==> src/assert_macros.svh <==
// Assertion helpers. Each expects clk and rst_n in the including scope.
`ifndef ASSERT_MACROS_SVH
`define ASSERT_MACROS_SVH

// Expression must hold at every clock edge outside reset.
`define ASSERT_ALWAYS(lbl, expr, msg) \
    lbl: assert property (@(posedge clk) disable iff (!rst_n) (expr)) else $error(msg);

// Same-cycle implication.
`define ASSERT_IMPL(lbl, ante, cons, msg) \
    lbl: assert property (@(posedge clk) disable iff (!rst_n) (ante) |-> (cons)) \
        else $error(msg);

// Next-cycle implication.
`define ASSERT_NEXT(lbl, ante, cons, msg) \
    lbl: assert property (@(posedge clk) disable iff (!rst_n) (ante) |=> (cons)) \
        else $error(msg);

`endif

==> src/deq_pkg.sv <==
`timescale 1ns / 1ps

package deq_pkg;

    // request codes
    localparam logic [2:0] OP_PUSH_BACK  = 3'd0;
    localparam logic [2:0] OP_POP_BACK   = 3'd1;
    localparam logic [2:0] OP_PUSH_FRONT = 3'd2;
    localparam logic [2:0] OP_POP_FRONT  = 3'd3;
    localparam logic [2:0] OP_READ_INDEX = 3'd4;
    localparam logic [2:0] OP_RESIZE     = 3'd5;
    localparam logic [2:0] OP_CLEAR      = 3'd6;
    localparam logic [2:0] OP_QUERY      = 3'd7;

    // status codes
    localparam logic [1:0] ST_OK    = 2'd0;
    localparam logic [1:0] ST_EMPTY = 2'd1;
    localparam logic [1:0] ST_OOB   = 2'd2;
    localparam logic [1:0] ST_FULL  = 2'd3;

    // fixed width of the position field
    localparam int POS_W   = 7;

    // per-cycle command broadcast to every cell
    typedef struct packed {
        logic shift_r;   // everyone takes the left neighbor (push front)
        logic shift_l;   // everyone takes the right neighbor (pop front)
        logic fill;      // cells inside [lo, hi) take the fill word
        logic rd_load;   // read line copies the cell contents
        logic rd_shift;  // read line moves one place toward cell 0
    } cell_ctl_t;

endpackage

==> src/deq_cell.sv <==
`timescale 1ns / 1ps

module deq_cell #(
    parameter int DATA_WIDTH = 32,
    parameter int CW         = 7,
    parameter int IDX        = 0
) (
    input  logic                         clk,
    input  deq_pkg::cell_ctl_t           ctl,
    input  logic [CW-1:0]                lo,
    input  logic [CW-1:0]                hi,
    input  logic signed [DATA_WIDTH-1:0] fill_data,
    input  logic signed [DATA_WIDTH-1:0] left_data,
    input  logic signed [DATA_WIDTH-1:0] right_data,
    input  logic signed [DATA_WIDTH-1:0] rd_right,
    output logic signed [DATA_WIDTH-1:0] data,
    output logic signed [DATA_WIDTH-1:0] rd
);

    localparam logic [CW-1:0] MY_IDX = CW'(IDX);

    logic signed [DATA_WIDTH-1:0] data_reg;
    logic signed [DATA_WIDTH-1:0] rd_reg;
    logic                         in_rng;

    assign in_rng = (MY_IDX >= lo) && (MY_IDX < hi);

    always_ff @(posedge clk)
    begin
        priority if (ctl.shift_r)
        begin
            data_reg <= left_data;
        end
        else if (ctl.shift_l)
        begin
            data_reg <= right_data;
        end
        else if (ctl.fill && in_rng)
        begin
            data_reg <= fill_data;
        end
        else
        begin
            data_reg <= data_reg;
        end

        priority if (ctl.rd_load)
        begin
            rd_reg <= data_reg;
        end
        else if (ctl.rd_shift)
        begin
            rd_reg <= rd_right;
        end
        else
        begin
            rd_reg <= rd_reg;
        end
    end

    assign data = data_reg;
    assign rd   = rd_reg;

endmodule

==> config.mk <==
export PLATFORM = sky130hd
export DESIGN_NAME = deq_cell
export DESIGN_NICKNAME = d
export VERILOG_FILES = /design/src/assert_macros.svh /design/src/deq_pkg.sv /design/src/deq_cell.sv
export SDC_FILE = /design/constraint.sdc
export NUM_CORES = 1
export LEC_CHECK = 0
export BUFFER_PORTS_ARGS = -buffer_cell sky130_fd_sc_hd__buf_2
export CELL_PAD_IN_SITES_DETAIL_PLACEMENT = 1
export CELL_PAD_IN_SITES_GLOBAL_PLACEMENT = 1
export CORE_UTILIZATION = 30
export CTS_CLUSTER_DIAMETER = 200
export DETAILED_ROUTE_END_ITERATION = 12
export PLACE_DENSITY_LB_ADDON = 0.1
export SETUP_SLACK_MARGIN = 0.5
export SYNTH_ARGS = -nofsm -noshare
export SYNTH_HDL_FRONTEND = slang
export SYNTH_SLANG_ARGS = --single-unit
export TNS_END_PERCENT = 100
==> constraint.sdc <==
create_clock -name clk -period 2.3 [get_ports clk]
set_input_delay 0.46 -clock clk [delete_from_list [all_inputs] [get_ports clk]]
set_output_delay 0.46 -clock clk [all_outputs]
set_load 0.01 [all_outputs]
==> metrics.txt, run 1 <==
die height=103 um; Min-Delay Endpoint=data[29]; sequential power share=between 50% and 60%; Min-Delay Startpoint=left_data[29]; placed insts=546; cell accounting for the most synthesized area=edfxtp_1; Switching Power=between 0.7 and 0.8 mW; 1st-pass router iterations=4; initial antenna violation count=0; Top FF cell, synth=edfxtp_1; Worst Setup Start Kind=primary input; Nets=572; Avg Inst Size Synth=between 10 and 15 sq um; R2R Setup Slk=approximately 1400 ps; Pwr Density=650 mW/mm^2; Starting Density=a little under a third; CTS tree=built; row count=36; antenna-violating nets left=0; final worst path period share=74.0%; Design Area, Final=approximately 0.0043 sq mm; core area=between 0.009 and 0.01 sq mm; Post-synth EDFFs=64; post-DP HPWL=6.43 mm; Static Leakage=between 2 and 2.5 nW; worst setup path class=in2reg; endpoints failing hold=0; routability cong.=0.733; antenna diode count=0; most numerous cell in the Yosys netlist=edfxtp_1; # setup viols final=0; RSZ-0062 raised after global routing=yes; ranking of synthesized cells by area=edfxtp_1 (63%), mux2_2 (12%), mux2i_1 (11%); Post-CTS Resized=0; max capacitance violation total=0; vias in the first global route=2,535; Mapped Cells=214; yosys warns=0; Fin Clk Skew=5.24 ps; Clock Latency Late Sink=~320 ps; largest net degree at the start of global routing=65; full die area=0.0105 sq mm; setup TNS=0 ps; post-route insts no fill=560; Vias=2,477; Post-Place Cell Area=0.00419 sq mm; GRT Util Overall=16.1%; Period minus WS final=1700 ps; H-tree lvl count=3; Die W=slightly above 100 um; Worst-Margin Slew=805 ps; cts-stage hold buffer count=0; WL final=8.47 mm; Hold WC Path Type=in2reg; hold path cells=3; CP max FO=32; worst r2r dst=rd[31]; Combinational Power Share=19.2%; clock slew at reported path FFs=70 ps; clk sinks=64; Synth top area share=between 60% and 70%; root buffer cell=clkbuf_8; Fmax=0.588 GHz; TritonCTS buffer count=9; Post-Syn Nets=362; count of cell types in the netlist=15; final slew viol count=0; post-CTS setup buffers=0; Layout Utilization=between 40% and 50%; filler instances=1,134; Worst R2R Start=data[31]; num ports=between 200 and 250; initial DRC count=39; Power Internal=2.10 mW; Synth top cells by count=edfxtp_1 (64), nand2_1 (33), mux2_2 (32), mux2i_1 (32), o21ai_0 (32); Arrival @ worst endpoint=1650 ps; Sw Ratio=between 20% and 30%; share of layout cells above drive strength 1=60.7%; Max IR drop VDD=208 uV; first-pass GRT wire length=between 10 and 15 mm; Clock Power Share=27.6%; critical path capture point type=register; status=finished, final reports clean; Req. time, crit path=~2300 ps; port bufs=211; Residual DRC=0; Worst Reg-to-Reg Cells=1; Avg WL per Cell=between 15 and 20 um; Layout area overhead=43.1%; mapped cell area=0.00303 sq mm; gr ovfl total=0; clk buf depth=2; DR vias/cell=between 4 and 5; fraction of registers with async set/reset=0%; register area share after synthesis=63.4%; synthesis-stage register bit count=64; Relative slew margins=46.3%
## cells by family (layout without fill, tap and decap cells)
| group | count (synthesis) | in the layout | share of synthesized area [%] |
|---|---|---|---|
| flip-flops | 64 | 64 | 63.4 |
| AO/OA/AOI/OAI | 33 | 33 | 5.62 |
| multiplexers | 64 | 64 | 22.5 |
| AND/OR/NAND/NOR | 38 | 38 | 5.37 |
| buffers and inverters | 15 | 228 | 3.14 |
## stage by stage
step | power (mW) | hold slack (ps) | worst slack (ps)
floorplan | 1.78 | 626 | 599
global placement | 2.06 | 554 | 272
detailed placement | 2.08 | 564 | 234
CTS | 2.86 | 399 | 576
global route | 2.96 | 417 | 468
finish | 2.82 | 409 | 598
## layer usage
metal  wire length [um]  track usage [%]  up-vias
li1                   -                -     1222
met3                559             3.59       12
met5                  0                0        -
met4                126             6.04        0
met1               3460             18.5     1114
met2               4320             29.0      129
## worst max-delay path, stage by stage
cell     delay, ps
buf_2          100
nor4b_1        310
a311o_2        770
## power groups by stage
| stage | sequential (mW) | clock [mW] | combinational [mW] |
|---|---|---|---|
| 5_1_grt | 1.52 | 0.849 | 0.598 |
| 2_1_floorplan | 1.59 | 0 | 0.182 |
| 6_report | 1.50 | 0.777 | 0.543 |
| 3_3_place_gp | 1.52 | 0 | 0.545 |
| 4_1_cts | 1.50 | 0.799 | 0.555 |
| 3_5_place_dp | 1.53 | 0 | 0.554 |
## cells in the final DEF (no fill, tap or decap)
master / instances
nor4_2: 1
mux2_2: 32
clkbuf_1: 3
a311o_2: 1
nor4_1: 1
buf_12: 1
buf_2: 211
buf_4: 2
clkinv_2: 1
nand2_1: 33
or2_2: 1
nor4b_1: 1
clkinv_1: 1
edfxtp_1: 64
clkbuf_8: 9
mux2i_1: 32
nor3_1: 1
o21ai_0: 32
## worst max-delay path by stage
stage / start / endpoint / slack, ps
global placement: lo[2] / data[8] / 270
floorplan: hi[4] / data[0] / 600
finish: lo[2] / data[2] / 600
detailed placement: lo[2] / data[6] / 230
global route: lo[2] / data[0] / 470
CTS: lo[2] / data[1] / 580
## cell type report
class	count	area, sq um	area share, %
repair buffers	214	1090	25.2
clock buffers	12	135	3.12
flip-flops and latches	64	1920	44.3
well taps	133	166	3.84
multi-input cells	135	1010	23.4
clock inverters	2	8.76	0.202
Power figures use the tool's default switching activity.
==> inputs of run 2 (changes only) <==
--- a/config.mk
+++ b/config.mk
@@ -8,7 +8,7 @@
 export BUFFER_PORTS_ARGS = -buffer_cell sky130_fd_sc_hd__buf_2
 export CELL_PAD_IN_SITES_DETAIL_PLACEMENT = 1
 export CELL_PAD_IN_SITES_GLOBAL_PLACEMENT = 1
-export CORE_UTILIZATION = 30
+export CORE_UTILIZATION = 27
 export CTS_CLUSTER_DIAMETER = 200
 export DETAILED_ROUTE_END_ITERATION = 12
 export PLACE_DENSITY_LB_ADDON = 0.1
==> constraint.sdc (replaced) <==
create_clock -name clk -period 1.45 [get_ports clk]
set_input_delay 0.29 -clock clk [delete_from_list [all_inputs] [get_ports clk]]
set_output_delay 0.29 -clock clk [all_outputs]
set_load 0.01 [all_outputs]
==> run 2 against run 1 <==
  * Sequential cell count stayed put
  * Clock skew is 6.4 ps higher
  * Non-clock buffer count is 27 higher
  * Hold slack worse by 170 ps
  * Cell count is 6.6% higher
  * Core utilization is 0.79 points higher
  * Global-route usage is 0.59 points lower
  * Sequential share of layout area is 5.2 points lower
  * Combinational power is 110% higher
  * Via count is 6.3% higher
  * Critical endpoint is now data[20]
==> metrics.txt, run 2 (synthesized netlist as in run 1, its figures left out) <==
status=finished, final reports clean; die height=108 um (+5.3%); Clock Latency Late Sink=330 ps (about the same); antenna-violating nets left=0 (unchanged); Layout area overhead=62.3%; Hold WC Path Type=in2reg; RSZ-0062 raised after global routing=yes; largest net degree at the start of global routing=39 (-40%); Fin Clk Skew=11.6 ps (+6.38 ps); core area=0.0109 sq mm (+11%); Req. time, crit path=1530 ps (-720 ps); post-DP HPWL=7.09 mm (+10%); Relative slew margins=76.7% (+30 points); Worst-Margin Slew=350 ps (-455 ps); Die W=108 um (+5.3%); commonest cells after routing, fill and taps aside=buf_2 (204), edfxtp_1 (64), nand2_1 (33); Fmax=0.798 GHz; 1st-pass router iterations=3 (-1); row count=38 (+5.6%); Pwr Density=1050 mW/mm^2 (+61%); Starting Density=27.8% (-3.2 points); Arrival @ worst endpoint=1330 ps (-320 ps); cts-stage hold buffer count=0 (unchanged); endpoints failing hold=0 (unchanged); clock slew at reported path FFs=70 ps (about the same); clk buf depth=2 (unchanged); first-pass GRT wire length=13.3 mm (+7.8%); final slew viol count=0 (unchanged); most common cell after layout, fill and taps aside=buf_2; max capacitance violation total=0 (unchanged); num ports=212 (unchanged); initial antenna violation count=1 (+1); family with the most delay on the worst path=compound AO/OA/AOI/OAI gates; vias in the first global route=2,646 (+4.4%); Static Leakage=2.38 nW (+18%); port bufs=211 (unchanged); final worst path period share=roughly 86%; cell chain of the critical path=buf_6 -> nor4_4 -> nand2_1 -> a311o_2 -> buf_12; Period minus WS final=1250 ps; H-tree lvl count=3 (unchanged); full die area=0.0117 sq mm (+11%); Worst Setup Start Kind=primary input; # setup viols final=0 (unchanged); GRT Util Overall=15.5% (-0.59 points); clk sinks=64 (unchanged); initial DRC count=39 (unchanged); Avg WL per Cell=15.3 um (+1.2%); TritonCTS buffer count=9 (unchanged); WL final=9.14 mm (+7.9%); Residual DRC=0 (unchanged); Max IR drop VDD=505 uV (+140%); share of layout cells above drive strength 1=64.0% (+3.4 points); Crit-path slowest cell=a311o_2; critical path capture point type=register; CP max FO=16 (-50%); Buf+Inv Stages, Crit Path=2 (+1); root buffer cell=clkbuf_8; routability cong.=0.702 (-4.2%); worst setup path class=in2reg; CP max stage delay=410 ps (-360 ps); DR vias/cell=4.41 (-0.25%); Nets=599 (+4.7%); placed insts=560 (+2.6%); CTS tree=built; Vias=2,634 (+6.3%); Pwr Total=5.14 mW (+82%); gr ovfl total=0 (unchanged); post-route insts no fill=597 (+6.6%)
[run 2: cell types whose count changed in the layout (fill, tap and decap cells not counted), sizes merged]
cell    before  now
diode        0    1
clkinv       2    5
clkbuf      12   11
buf        214  239
bufinv       0    2
[run 2: metal layers]
metal | part of all wire (%) | GRT usage (%) | vias to the layer above | wire [um]
met5 | 0 | 0 | - | 0
met4 | 1.6 | 6.46 | 0 | 145
met3 | 7.3 | 4.58 | 10 | 668
met2 | 55 | 28.8 | 105 | 5000
met1 | 36 | 16.0 | 1241 | 3330
li1 | - | - | 1278 | -
[run 2: final timing paths]
path	start	to	slack, ps	cells past startpoint
min reg2reg	data[20]	rd[20]	570	1
min	left_data[31]	data[31]	240	3
max reg2reg	data[19]	rd[19]	310	3
max	hi[4]	data[20]	200	5
[run 2: power by group]
part	internal, mW	switching [mW]
combinational	0.639	0.479
sequential	2.30	0.0766
clock	0.954	0.697
total	3.89	1.25
[run 2: timing repair]
item / in CTS / in global routing
setup buffers: 9 / 9
endpoints found under the setup margin: 111 / 109
gates resized for setup: 3 / 15
cloned: 0 / 2
pin swaps: 0 / 1
endpoints found under the hold margin: 0 / 0
[run 2: tightest hold or removal path: stages]
cell and delay [ps]:
buf_2 80, nand2_1 40, o21ai_0 60
[run 2: stage by stage]
step	setup slack [ps]	hold WS (ps)	cell area [sq um]	util [%]	setup TNS, ps
floorplan	-57.0	481	3250	-	-1820
global placement	-128	551	4470	41.0	-4030
detailed placement	-140	558	4470	41.0	-4390
CTS	211	231	4760	43.7	0
global route	146	240	4920	45.2	0
finish	197	243	4920	45.2	0
[run 2: cell type report]
| class | instances | area (sq um) |
|---|---|---|
| Timing Repair Buffer | 241 | 1450 |
| Sequential cell | 64 | 1920 |
| Fill cell | 1198 | 5970 |
| Antenna cell | 1 | 2.50 |
| Clock inverter | 7 | 86.3 |
| Clock buffer | 9 | 124 |
| Tap cell | 140 | 175 |
| Multi-Input combinational cell | 135 | 1160 |
==> inputs of run 3 (changes only) <==
--- a/config.mk
+++ b/config.mk
@@ -8,6 +8,7 @@
 export BUFFER_PORTS_ARGS = -buffer_cell sky130_fd_sc_hd__buf_2
 export CELL_PAD_IN_SITES_DETAIL_PLACEMENT = 1
 export CELL_PAD_IN_SITES_GLOBAL_PLACEMENT = 1
+export CORE_MARGIN = 2
 export CORE_UTILIZATION = 27
 export CTS_CLUSTER_DIAMETER = 200
 export DETAILED_ROUTE_END_ITERATION = 12
==> run 3 against run 2 <==
  * First-iteration DRC count up 7.7%
  * Core utilization up 0.24 points
  * Sequential share of layout area down 0.21 points
  * Hold slack worse by 6.9 ps
  * Global-route usage down 0.28 points
  * Largest power group unchanged
  * Highest routed layer unchanged
==> metrics.txt, run 3 (synthesized netlist as in run 1, its figures left out) <==
clock slew at reported path FFs=80 ps (about the same); Clock Latency Late Sink=340 ps (about the same); Fin Clk Skew=11.1 ps (-0.505 ps); Worst-Margin Slew=448 ps (+98.2 ps); Fmax=0.811 GHz (+1.6%); dpl ws=-157 ps (-16.9 ps); post-DP HPWL=7.13 mm (+0.56%); CTS tree=built; Nets=605 (+1.0%); clk sinks=64 (unchanged); post-route insts no fill=603 (+1.0%); final worst path period share=85.1% (-1.3 points); Design Area, Final=0.00494 sq mm (+0.53%); most common cell after layout, fill and taps aside=buf_2; cts-stage hold buffer count=0 (unchanged); full die area=0.0121 sq mm (+3.7%); Min-Delay Startpoint=left_data[7]; Static Leakage=2.40 nW (+0.50%); GRT Util Overall=15.2% (-0.28 points); Relative slew margins=70.1% (-6.5 points); clk buf depth=2 (unchanged); Max IR drop VDD=502 uV (-0.53%); Min-Delay Endpoint=data[7]; hold path cells=3 (unchanged); Avg WL per Cell=16.1 um (+5.1%); Worst Reg-to-Reg Cells=3 (unchanged); filler instances=1,232 (+2.8%); worst setup path class=in2reg; share of layout cells above drive strength 1=64.5% (+0.47 points); Die W=110 um (+1.9%); routability cong.=0.729 (+3.8%); Period minus WS final=1230 ps (-19.3 ps); die height=110 um (+1.9%); WL final=9.71 mm (+6.2%); CP max FO=8 (-8); Pwr Density=1040 mW/mm^2 (-0.28%); endpoints failing hold=0 (unchanged); Layout area overhead=63.2%; Vias=2,642 (+0.30%); Final Worst Setup Slack=217 ps (+19.3 ps); core area=0.0109 sq mm (unchanged); row count=38 (unchanged); # setup viols final=0 (unchanged); status=finished, final reports clean; Post-Place Cell Area=0.00442 sq mm (-1.2%); root buffer cell=clkbuf_8; Starting Density=27.8% (unchanged); Req. time, crit path=1550 ps (+20 ps); Hold WC Path Type=in2reg; Worst R2R Start=data[21]; critical path capture point type=register; DR vias/cell=4.38 (-0.69%); Arrival @ worst endpoint=1330 ps (about the same); placed insts=558 (-0.36%); antenna-violating nets left=0 (unchanged); Residual DRC=0 (unchanged); vias in the first global route=2,608 (-1.4%); largest net degree at the start of global routing=43 (+10%); worst r2r dst=rd[21]; max capacitance violation total=0 (unchanged); RSZ-0062 raised after global routing=yes; initial antenna violation count=1 (unchanged); H-tree lvl count=3 (unchanged); crit path launch=hi[4]; final slew viol count=0 (unchanged); num ports=212 (unchanged); 1st-pass router iterations=4 (+1); initial DRC count=42 (+7.7%); gr ovfl total=0 (unchanged); commonest cells after routing, fill and taps aside=buf_2 (206), edfxtp_1 (64), nand2_1 (33); first-pass GRT wire length=13.4 mm (+0.37%); Worst Setup Start Kind=primary input; R2R Setup Slk=280 ps (-30 ps); Hold Slack=236 ps (-6.87 ps); port bufs=211 (unchanged); TritonCTS buffer count=9 (unchanged)
## run 3: cell types whose count changed in the layout (fill, tap and decap cells not counted), sizes merged
| cell | delta |
|---|---|
| buf | +3 |
| clkbuf | +5 |
| clkinv | -3 |
| or2 | +1 |
## run 3: where the power goes
group | switching, mW | internal (mW) | leakage (nW)
clock network | 0.675 | 0.963 | 0.102
registers | 0.0795 | 2.30 | 0.657
logic | 0.489 | 0.652 | 1.64
total | 1.24 | 3.91 | 2.40
## run 3: routing by layer
layer | up-vias | track usage (%) | routed length, um
met5 | - | 0 | 0
met4 | 0 | 6.24 | 129
met3 | 11 | 5.45 | 758
met2 | 108 | 27.6 | 5100
met1 | 1227 | 15.7 | 3720
li1 | 1296 | - | -
## run 3: worst max path at each step
stage / endpoint
final: data[23]
after global routing: data[10]
after CTS: data[17]
after detailed placement: data[9]
after global placement: data[16]
after floorplan: data[0]
## run 3: timing repair
item	4_1_cts	5_1_grt
cloned	0	5
buffers inserted	15	8
endpoints found under the setup margin	97	152
resized for setup	1	13
pin swaps	0	2
hold endpoints to repair	0	0
## run 3: worst max-delay path, cell delays in order
cell and delay (ps):
buf_6 90, nor4_4 250, nand2_1 80, a311o_2 400
clkbuf_16 200
## run 3: stage by stage
stage,utilization (%),TNS [ps],power (mW)
2_1_floorplan,-,-1820,2.93
3_3_place_gp,40.6,-3850,3.39
3_5_place_dp,40.6,-4960,3.41
4_1_cts,43.5,0,5.12
5_1_grt,45.4,0,5.45
6_report,45.4,0,5.16
## run 3: final cells by class
cell class	instances	area, sq um	area share [%]
Sequential cell	64	1920	38.9
Multi-Input combinational cell	136	1170	23.7
Antenna cell	1	2.50	0.0506
Clock buffer	12	135	2.73
Timing Repair Buffer	246	1470	29.8
Tap cell	140	175	3.54
Clock inverter	4	68.8	1.39
